[config.mk]
export PLATFORM = sky130hd
export DESIGN_NAME = order_fill_accounting_unit
export DESIGN_NICKNAME = d
export VERILOG_FILES = /design/src/hdl/ofa_pkg.sv /design/src/hdl/ofa_div.sv /design/src/hdl/order_fill_accounting_unit.sv
export SDC_FILE = /design/constraint.sdc
export NUM_CORES = 2
export LEC_CHECK = 0
export BUFFER_PORTS_ARGS = -buffer_cell sky130_fd_sc_hd__buf_2
export CORE_ASPECT_RATIO = 1.5
export CORE_MARGIN = 10
export CORE_UTILIZATION = 60
export DETAILED_ROUTE_END_ITERATION = 12
export PLACE_DENSITY = 0.8
export SLEW_MARGIN = 0
export SYNTH_ARGS = -nofsm -noshare
export SYNTH_HDL_FRONTEND = slang
export SYNTH_SLANG_ARGS = --single-unit
[constraint.sdc]
create_clock -name i_clk -period 28.5 [get_ports i_clk]
set_input_delay 5.7 -clock i_clk [delete_from_list [all_inputs] [get_ports i_clk]]
set_output_delay 5.7 -clock i_clk [all_outputs]
set_load 0.005 [all_outputs]
[src/hdl/ofa_pkg.sv]
package ofa_pkg;

    // Fixed-point limits and reset values.
    localparam logic [62:0] MAX63      = {63{1'b1}};
    localparam logic [31:0] MAX32      = {32{1'b1}};
    localparam logic [62:0] CASH_RESET = 63'd65536000000;
    localparam logic [31:0] MARK_RESET = 32'd640000;

    // Width of the divider's quotient and divisor.
    localparam int unsigned DIV_W = 32;

    // Status that the divider reports to its sequencer.
    typedef struct packed {
        logic busy;
        logic done;
    } t_div_stat;

    // Add a 64-bit value to a 63-bit one, saturating at 2^63-1.
    function automatic logic [62:0] sat_add63(input logic [62:0] a, input logic [63:0] b);
        logic [64:0] sum;
        sum = {2'b00, a} + {1'b0, b};
        if (sum > {2'b00, MAX63}) begin
            return MAX63;
        end
        return sum[62:0];
    endfunction

endpackage

[src/hdl/ofa_div.sv]
module ofa_div (
    input  logic                        i_clk,
    input  logic                        i_rst_n,
    input  logic                        i_start,
    input  logic [62:0]                 i_dividend,
    input  logic [ofa_pkg::DIV_W-1:0]   i_divisor,
    output logic [ofa_pkg::DIV_W-1:0]   o_quotient,
    output ofa_pkg::t_div_stat          o_stat
);
    import ofa_pkg::*;

    // Restoring divider, one quotient bit per cycle. The caller guarantees
    // that the upper dividend bits are below the divisor, so the quotient
    // fits in DIV_W bits.
    logic [DIV_W-1:0] r_rem;
    logic [DIV_W-1:0] r_low;
    logic [4:0]       r_cnt;
    logic             r_busy;
    logic             r_done;

    logic [DIV_W:0]   trial;
    logic             fits;

    // One shift-subtract step.
    always_comb begin
        trial = {r_rem, r_low[DIV_W-1]};
        fits  = trial >= {1'b0, i_divisor};
    end

    always_ff @(posedge i_clk) begin
        if (!i_rst_n) begin
            r_busy <= 1'b0;
            r_done <= 1'b0;
            r_cnt  <= '0;
        end else begin
            r_done <= 1'b0;
            if (i_start) begin
                r_rem  <= {1'b0, i_dividend[62:DIV_W]};
                r_low  <= i_dividend[DIV_W-1:0];
                r_cnt  <= 5'(DIV_W - 1);
                r_busy <= 1'b1;
            end else if (r_busy) begin
                if (fits) begin
                    r_rem <= DIV_W'(trial - {1'b0, i_divisor});
                end else begin
                    r_rem <= trial[DIV_W-1:0];
                end
                // Quotient bits shift in as dividend bits shift out.
                r_low <= {r_low[DIV_W-2:0], fits};
                if (r_cnt == '0) begin
                    r_busy <= 1'b0;
                    r_done <= 1'b1;
                end else begin
                    r_cnt <= r_cnt - 5'd1;
                end
            end
        end
    end

    assign o_quotient  = r_low;
    assign o_stat.busy = r_busy;
    assign o_stat.done = r_done;

endmodule

[src/hdl/order_fill_accounting_unit.sv]
// Sequence: a begin or an ignored entry passes S_IDLE, S_PNL_MUL and S_PNL. An entry
// stopped by a price, quantity or empty-account rule adds S_EVAL; a buy stopped on cost
// adds S_EVAL, S_MUL and S_CHECK; a matched entry adds those and S_UPDATE; a cash-limited
// buy also runs the 32-step divider in S_DIV, then S_MUL and S_CHECK again. One item at a
// time: input transfers again in the cycle after the result loads, later under output stall.
// Reset (synchronous, active low): cash 1000000.0, position zero, no order open, mark 2500.0.
module order_fill_accounting_unit (
    input  logic        i_clk,
    input  logic        i_rst_n,
    // Input channel
    input  logic        i_in_valid,
    output logic        o_in_stall,
    input  logic        i_op,
    input  logic        i_is_bid,
    input  logic        i_order_kind,
    input  logic [31:0] i_limit_price,
    input  logic [31:0] i_target_quantity,
    input  logic [31:0] i_entry_price,
    input  logic [31:0] i_entry_quantity,
    // Output channel
    output logic        o_out_valid,
    input  logic        i_out_stall,
    output logic [31:0] o_filled_quantity,
    output logic [62:0] o_cash_balance,
    output logic [31:0] o_position_held,
    output logic [62:0] o_profit_value,
    output logic        o_halted,
    // Configuration channel
    input  logic        i_cfg_valid,
    output logic        o_cfg_ready,
    input  logic [31:0] i_cfg_data
);
    import ofa_pkg::*;

    typedef enum logic [3:0] {
        S_IDLE,
        S_EVAL,
        S_MUL,
        S_CHECK,
        S_DIV,
        S_UPDATE,
        S_PNL_MUL,
        S_PNL
    } t_state;

    t_state      r_state;

    // Account and order state.
    logic [62:0] r_cash;
    logic [31:0] r_pos;
    logic [31:0] r_rem;
    logic [31:0] r_limit;
    logic        r_side_bid;
    logic        r_is_fok;
    logic        r_stopped;
    logic [31:0] r_mark;

    // Working registers for one entry.
    logic [31:0] r_price;
    logic [31:0] r_qty;
    logic [31:0] r_q;
    logic [63:0] r_prod;
    logic [31:0] r_fill;

    // Output register.
    logic        r_out_valid;
    logic [31:0] r_out_fill;
    logic [62:0] r_out_cash;
    logic [31:0] r_out_pos;
    logic [62:0] r_out_pnl;
    logic        r_out_halted;

    logic        in_xfer;
    logic        out_free;
    logic        out_load;
    logic [31:0] headroom;
    logic [31:0] q_min;
    logic        stop_early;
    logic [31:0] mul_a;
    logic [31:0] mul_b;
    logic [63:0] mul_p;
    logic        div_start;
    logic [31:0] div_q;
    t_div_stat   div_stat;

    assign in_xfer  = i_in_valid && !o_in_stall;
    assign out_free = !r_out_valid || !i_out_stall;
    assign out_load = (r_state == S_PNL) && out_free;
    assign headroom = MAX32 - r_pos;

    // Candidate fill and the stop rules that need no product.
    always_comb begin
        logic [31:0] m1;
        m1 = (r_qty < r_rem) ? r_qty : r_rem;
        if (r_is_fok) begin
            q_min = r_qty;
        end else if (r_side_bid) begin
            q_min = (m1 < headroom) ? m1 : headroom;
        end else begin
            q_min = (m1 < r_pos) ? m1 : r_pos;
        end
        if (r_side_bid) begin
            stop_early = (r_limit < r_price)
                || (!r_is_fok && r_cash == '0)
                || (r_is_fok && (r_qty > r_rem || r_qty > headroom));
        end else begin
            stop_early = (r_price < r_limit) || (r_pos == '0)
                || (r_is_fok && (r_qty > r_pos || r_qty > r_rem));
        end
    end

    // Operand select for the shared multiplier.
    always_comb begin
        if (r_state == S_PNL_MUL) begin
            mul_a = r_pos;
            mul_b = r_mark;
        end else begin
            mul_a = r_q;
            mul_b = r_price;
        end
    end

    // The one 32x32 multiplier, used for the cost and for the position value.
    assign mul_p = 64'(mul_a) * 64'(mul_b);

    // Cash-limited buy: quotient of cash by price.
    assign div_start = (r_state == S_CHECK) && r_side_bid && !r_is_fok
        && (r_prod > {1'b0, r_cash}) && (r_price != '0);

    ofa_div u_div (
        .i_clk      (i_clk),
        .i_rst_n    (i_rst_n),
        .i_start    (div_start),
        .i_dividend (r_cash),
        .i_divisor  (r_price),
        .o_quotient (div_q),
        .o_stat     (div_stat)
    );

    // Sequencer with account state and output register.
    always_ff @(posedge i_clk) begin
        if (!i_rst_n) begin
            r_state     <= S_IDLE;
            r_cash      <= CASH_RESET;
            r_pos       <= '0;
            r_rem       <= '0;
            r_limit     <= '0;
            r_side_bid  <= 1'b0;
            r_is_fok    <= 1'b0;
            r_stopped   <= 1'b1;
            r_mark      <= MARK_RESET;
            r_out_valid <= 1'b0;
        end else begin
            if (i_cfg_valid) begin
                r_mark <= i_cfg_data;
            end
            // The output register fills from S_PNL and empties on a result transfer.
            if (out_load) begin
                r_out_valid <= 1'b1;
            end else if (!i_out_stall) begin
                r_out_valid <= 1'b0;
            end
            unique case (r_state)
                S_IDLE: begin
                    if (in_xfer) begin
                        r_price <= i_entry_price;
                        r_qty   <= i_entry_quantity;
                        r_fill  <= '0;
                        if (!i_op) begin
                            r_side_bid <= i_is_bid;
                            r_is_fok   <= i_order_kind;
                            r_limit    <= i_limit_price;
                            r_rem      <= i_target_quantity;
                            r_stopped  <= 1'b0;
                            r_state    <= S_PNL_MUL;
                        end else if (r_stopped) begin
                            r_state <= S_PNL_MUL;
                        end else begin
                            r_state <= S_EVAL;
                        end
                    end
                end
                S_EVAL: begin
                    r_q <= q_min;
                    if (stop_early) begin
                        r_stopped <= 1'b1;
                        r_state   <= S_PNL_MUL;
                    end else begin
                        r_state <= S_MUL;
                    end
                end
                S_MUL: begin
                    r_prod  <= mul_p;
                    r_state <= S_CHECK;
                end
                S_CHECK: begin
                    if (r_side_bid && r_is_fok && r_prod > {1'b0, r_cash}) begin
                        r_stopped <= 1'b1;
                        r_state   <= S_PNL_MUL;
                    end else if (div_start) begin
                        r_state <= S_DIV;
                    end else begin
                        r_state <= S_UPDATE;
                    end
                end
                S_DIV: begin
                    // Recompute the cost with the reduced fill.
                    if (div_stat.done) begin
                        r_q     <= div_q;
                        r_state <= S_MUL;
                    end
                end
                S_UPDATE: begin
                    if (r_side_bid) begin
                        r_pos  <= r_pos + r_q;
                        r_cash <= r_cash - r_prod[62:0];
                    end else begin
                        r_pos  <= r_pos - r_q;
                        r_cash <= sat_add63(r_cash, r_prod);
                    end
                    r_rem   <= r_rem - r_q;
                    r_fill  <= r_q;
                    r_state <= S_PNL_MUL;
                end
                S_PNL_MUL: begin
                    r_prod  <= mul_p;
                    r_state <= S_PNL;
                end
                S_PNL: begin
                    if (out_free) begin
                        r_out_fill   <= r_fill;
                        r_out_cash   <= r_cash;
                        r_out_pos    <= r_pos;
                        r_out_pnl    <= sat_add63(r_cash, r_prod);
                        r_out_halted <= r_stopped;
                        r_state      <= S_IDLE;
                    end
                end
                default: begin
                    r_state <= S_IDLE;
                end
            endcase
        end
    end

    assign o_in_stall        = (r_state != S_IDLE);
    assign o_out_valid       = r_out_valid;
    assign o_filled_quantity = r_out_fill;
    assign o_cash_balance    = r_out_cash;
    assign o_position_held   = r_out_pos;
    assign o_profit_value    = r_out_pnl;
    assign o_halted          = r_out_halted;
    assign o_cfg_ready       = 1'b1;

endmodule

==> summary.md <==
| Metric | Value |
|---|---|
| Max-cap violations | `0` |
| Most numerous cell on the critical path | `fa_1` |
| Post-synthesis mux area share | `1.90%` |
| Count of different cell masters after synthesis | `103` |
| Ports | `362` |
| Sum Neg Setup Slack | `0 ns` |
| DR pass1 iterations | `8` |
| Register bit total from synthesis | `652` |
| Achievable Freq | `88.0 MHz` |
| DP HPWL | `255000 µm` |
| Most frequent cells in the layout | `inv_1, nand2_1, fa_1, nor2_1, ha_1` |
| Delay-heaviest family, CP | `adder cells` |
| Htree depth | `2` |
| Vias after detailed routing | `69260` |
| Final Cell Area | `82700 µm²` |
| Post-route ant nets | `0` |
| Hold buffers post-CTS | `0` |
| Overall Global Routing Usage | `45.8%` |
| CP Class | `flip-flop to flip-flop` |
| First-pass GRT wire length | `476000 µm` |
| Post-synth ARST share | `0%` |
| Commonest register cell after synthesis | `edfxtp_1` |
| Final worst path period share | `39.9%` |
| Residual DRC | `0` |
| DR WL/cell | `31.4 µm` |
| Largest family of logic cells by synthesized area | `adder cells` |
| Slowest CP cell | `o21a_1` |
| Unrepaired setup endpoints after global routing | `no` |
| Die Span X | `312 µm` |
| Fin util | `65.2%` |
| Compound-cell area share of the yosys netlist | `14.0%` |
| Worst Path Buf+Inv | `3` |
| Die ar. | `143000 µm²` |
| CTS Buffer Depth | `3` |
| Post-Route WL | `330000 µm` |
| # rows | `160` |
| Grt total ovfl | `0` |
| Tmin final | `11.36 ns` |
| Nets | `10540` |
| Critical Path RT | `28.93 ns` |
| Clk_lat worst skew | `0.70 ns` |
| Relative slew slack | `4.85%` |
| CP arrival | `11.79 ns` |
| Post-Syn Area | `76800 µm²` |
| Largest net degree at the start of global routing | `182` |
| Status | `complete, no violations` |
| Final setup vio count | `0` |
| Setup Buffers After CTS | `0` |
| YS warnings | `0` |
| Worst slew pin tran | `1.43 ns` |
| CTS resizes | `0` |
| Via density | `6.59` |
| Initial DRC count | `8149` |
| Vias in the first global route | `69915` |
| PortBufs | `360` |
| Critical-path maximum fanout | `49` |
| CTS tree | `built` |
| Register area share after synthesis | `22.8%` |
| TritonCTS sink count | `652` |
| Initial antenna violation count | `34` |
| Synth Area in XOR/XNOR | `2.98%` |
| Syn_nets | `10379` |
| Startpoint Class | `flip-flop` |
| Synth Area per Inst | `8.96 µm²` |
| CTS root buffer | `clkbuf_16` |
| Area Overhead vs Synth | `7.68%` |
| Syn Inst Count | `8571` |
| Worst-path clk slew | `0.07 ns` |
| Post-synth EDFFs | `447` |
| Post-DP Area | `80500 µm²` |
| HP Class | `flip-flop to flip-flop` |
| Fill cell count | `10660` |
| Die height | `458 µm` |
| CP peak stage delay | `1.15 ns` |
| Routability cong. | `1.09` |
| TritonCTS Buffers | `60` |
| Core Area | `127000 µm²` |
| Most common cell after layout, fill and taps aside | `inv_1` |
| Worst Setup End Kind | `flip-flop` |
| Hold Violations, Final | `0` |
| Clock Skew | `0.0240 ns` |
| Synth Area in Simple Gates | `14.5%` |
| Initial Util | `60.5%` |
| Adder-cell share of the synthesized area | `35.5%` |
| Max-slew violation count | `0` |
| Share of layout cells above drive strength 1 | `8.86%` |
cell usage after synthesis, drive strengths merged (72+ instances only):
cell | instances | area, µm²
nor2 | 869 | 3260
o21a | 72 | 541
nor2b | 85 | 532
a21oi | 454 | 2280
a21o | 133 | 998
clkbuf | 335 | 1260
dfxtp | 205 | 4100
xnor2 | 209 | 1830
inv | 1281 | 4810
nand3 | 93 | 465
a31oi | 81 | 526
nor3 | 84 | 425
o21ai | 375 | 1880
fa | 901 | 18000
nand2 | 1000 | 3750
nor4 | 79 | 494
mux2i | 75 | 751
o21bai | 80 | 612
edfxtp | 447 | 13400
ha | 739 | 9250
final cells by class:
cell class	count	area, µm²	area share, %
inverter	1284	4820	5.83
multi-input combinational	6229	53100	64.2
clock inverter	34	457	0.552
timing repair buffer	505	2910	3.52
sequential	652	17500	21.2
tap	1701	2130	2.57
clock buffer	79	1690	2.04
antenna	25	62.6	0.0756
kinds of logic (layout without fill, tap and decap cells):
group,Yosys count,in the layout
and+or+nand+nor,2536,2536
buffers and inverters,1690,1902
AOI/OAI and AO/OA,1653,1653
adders and majority gates,1640,1640
DFF,652,652
xor gates and xnor gates,261,261
muxes,138,138
other,1,26
routing by layer:
layer  wire length, µm  global-route usage, %
met1            104000                   49.0
met2            147000                   71.1
met3             37200                   13.4
met4             40800                   45.2
met5               103                      0
metrics by stage:
step / hold slack [ns] / setup slack [ns] / cells
after global routing: 0.424 / 16.75 / 10486
after CTS: 0.417 / 17.36 / 10484
after detailed placement: 0.405 / 17.38 / 10371
final: 0.418 / 17.14 / 10509
after global placement: 0.401 / 17.50 / 10371
after floorplan: 0.400 / 13.53 / 8571
flip-flops by register name, indices dropped and copies added, names as in the netlist, 63 cells and up:
register and cells:
o_cash_balance 63, r_prod 64, o_profit_value 63, r_cash 63
worst paths after layout:
| check | from | slack [ns] | to | cells past startpoint |
|---|---|---|---|---|
| worst max-delay path | r_state[0] | 17.14 | r_prod[58] | 26 |
| worst min register to register | r_fill[21] | 0.42 | o_filled_quantity[21] | 0 |
| worst max register to register | r_state[0] | 17.14 | r_prod[58] | 26 |
| worst min-delay path | r_fill[21] | 0.42 | o_filled_quantity[21] | 0 |
Power is left out: the tool's default activity adds up to more than one toggle a clock period on the data nets, which glitch-free logic cannot reach.
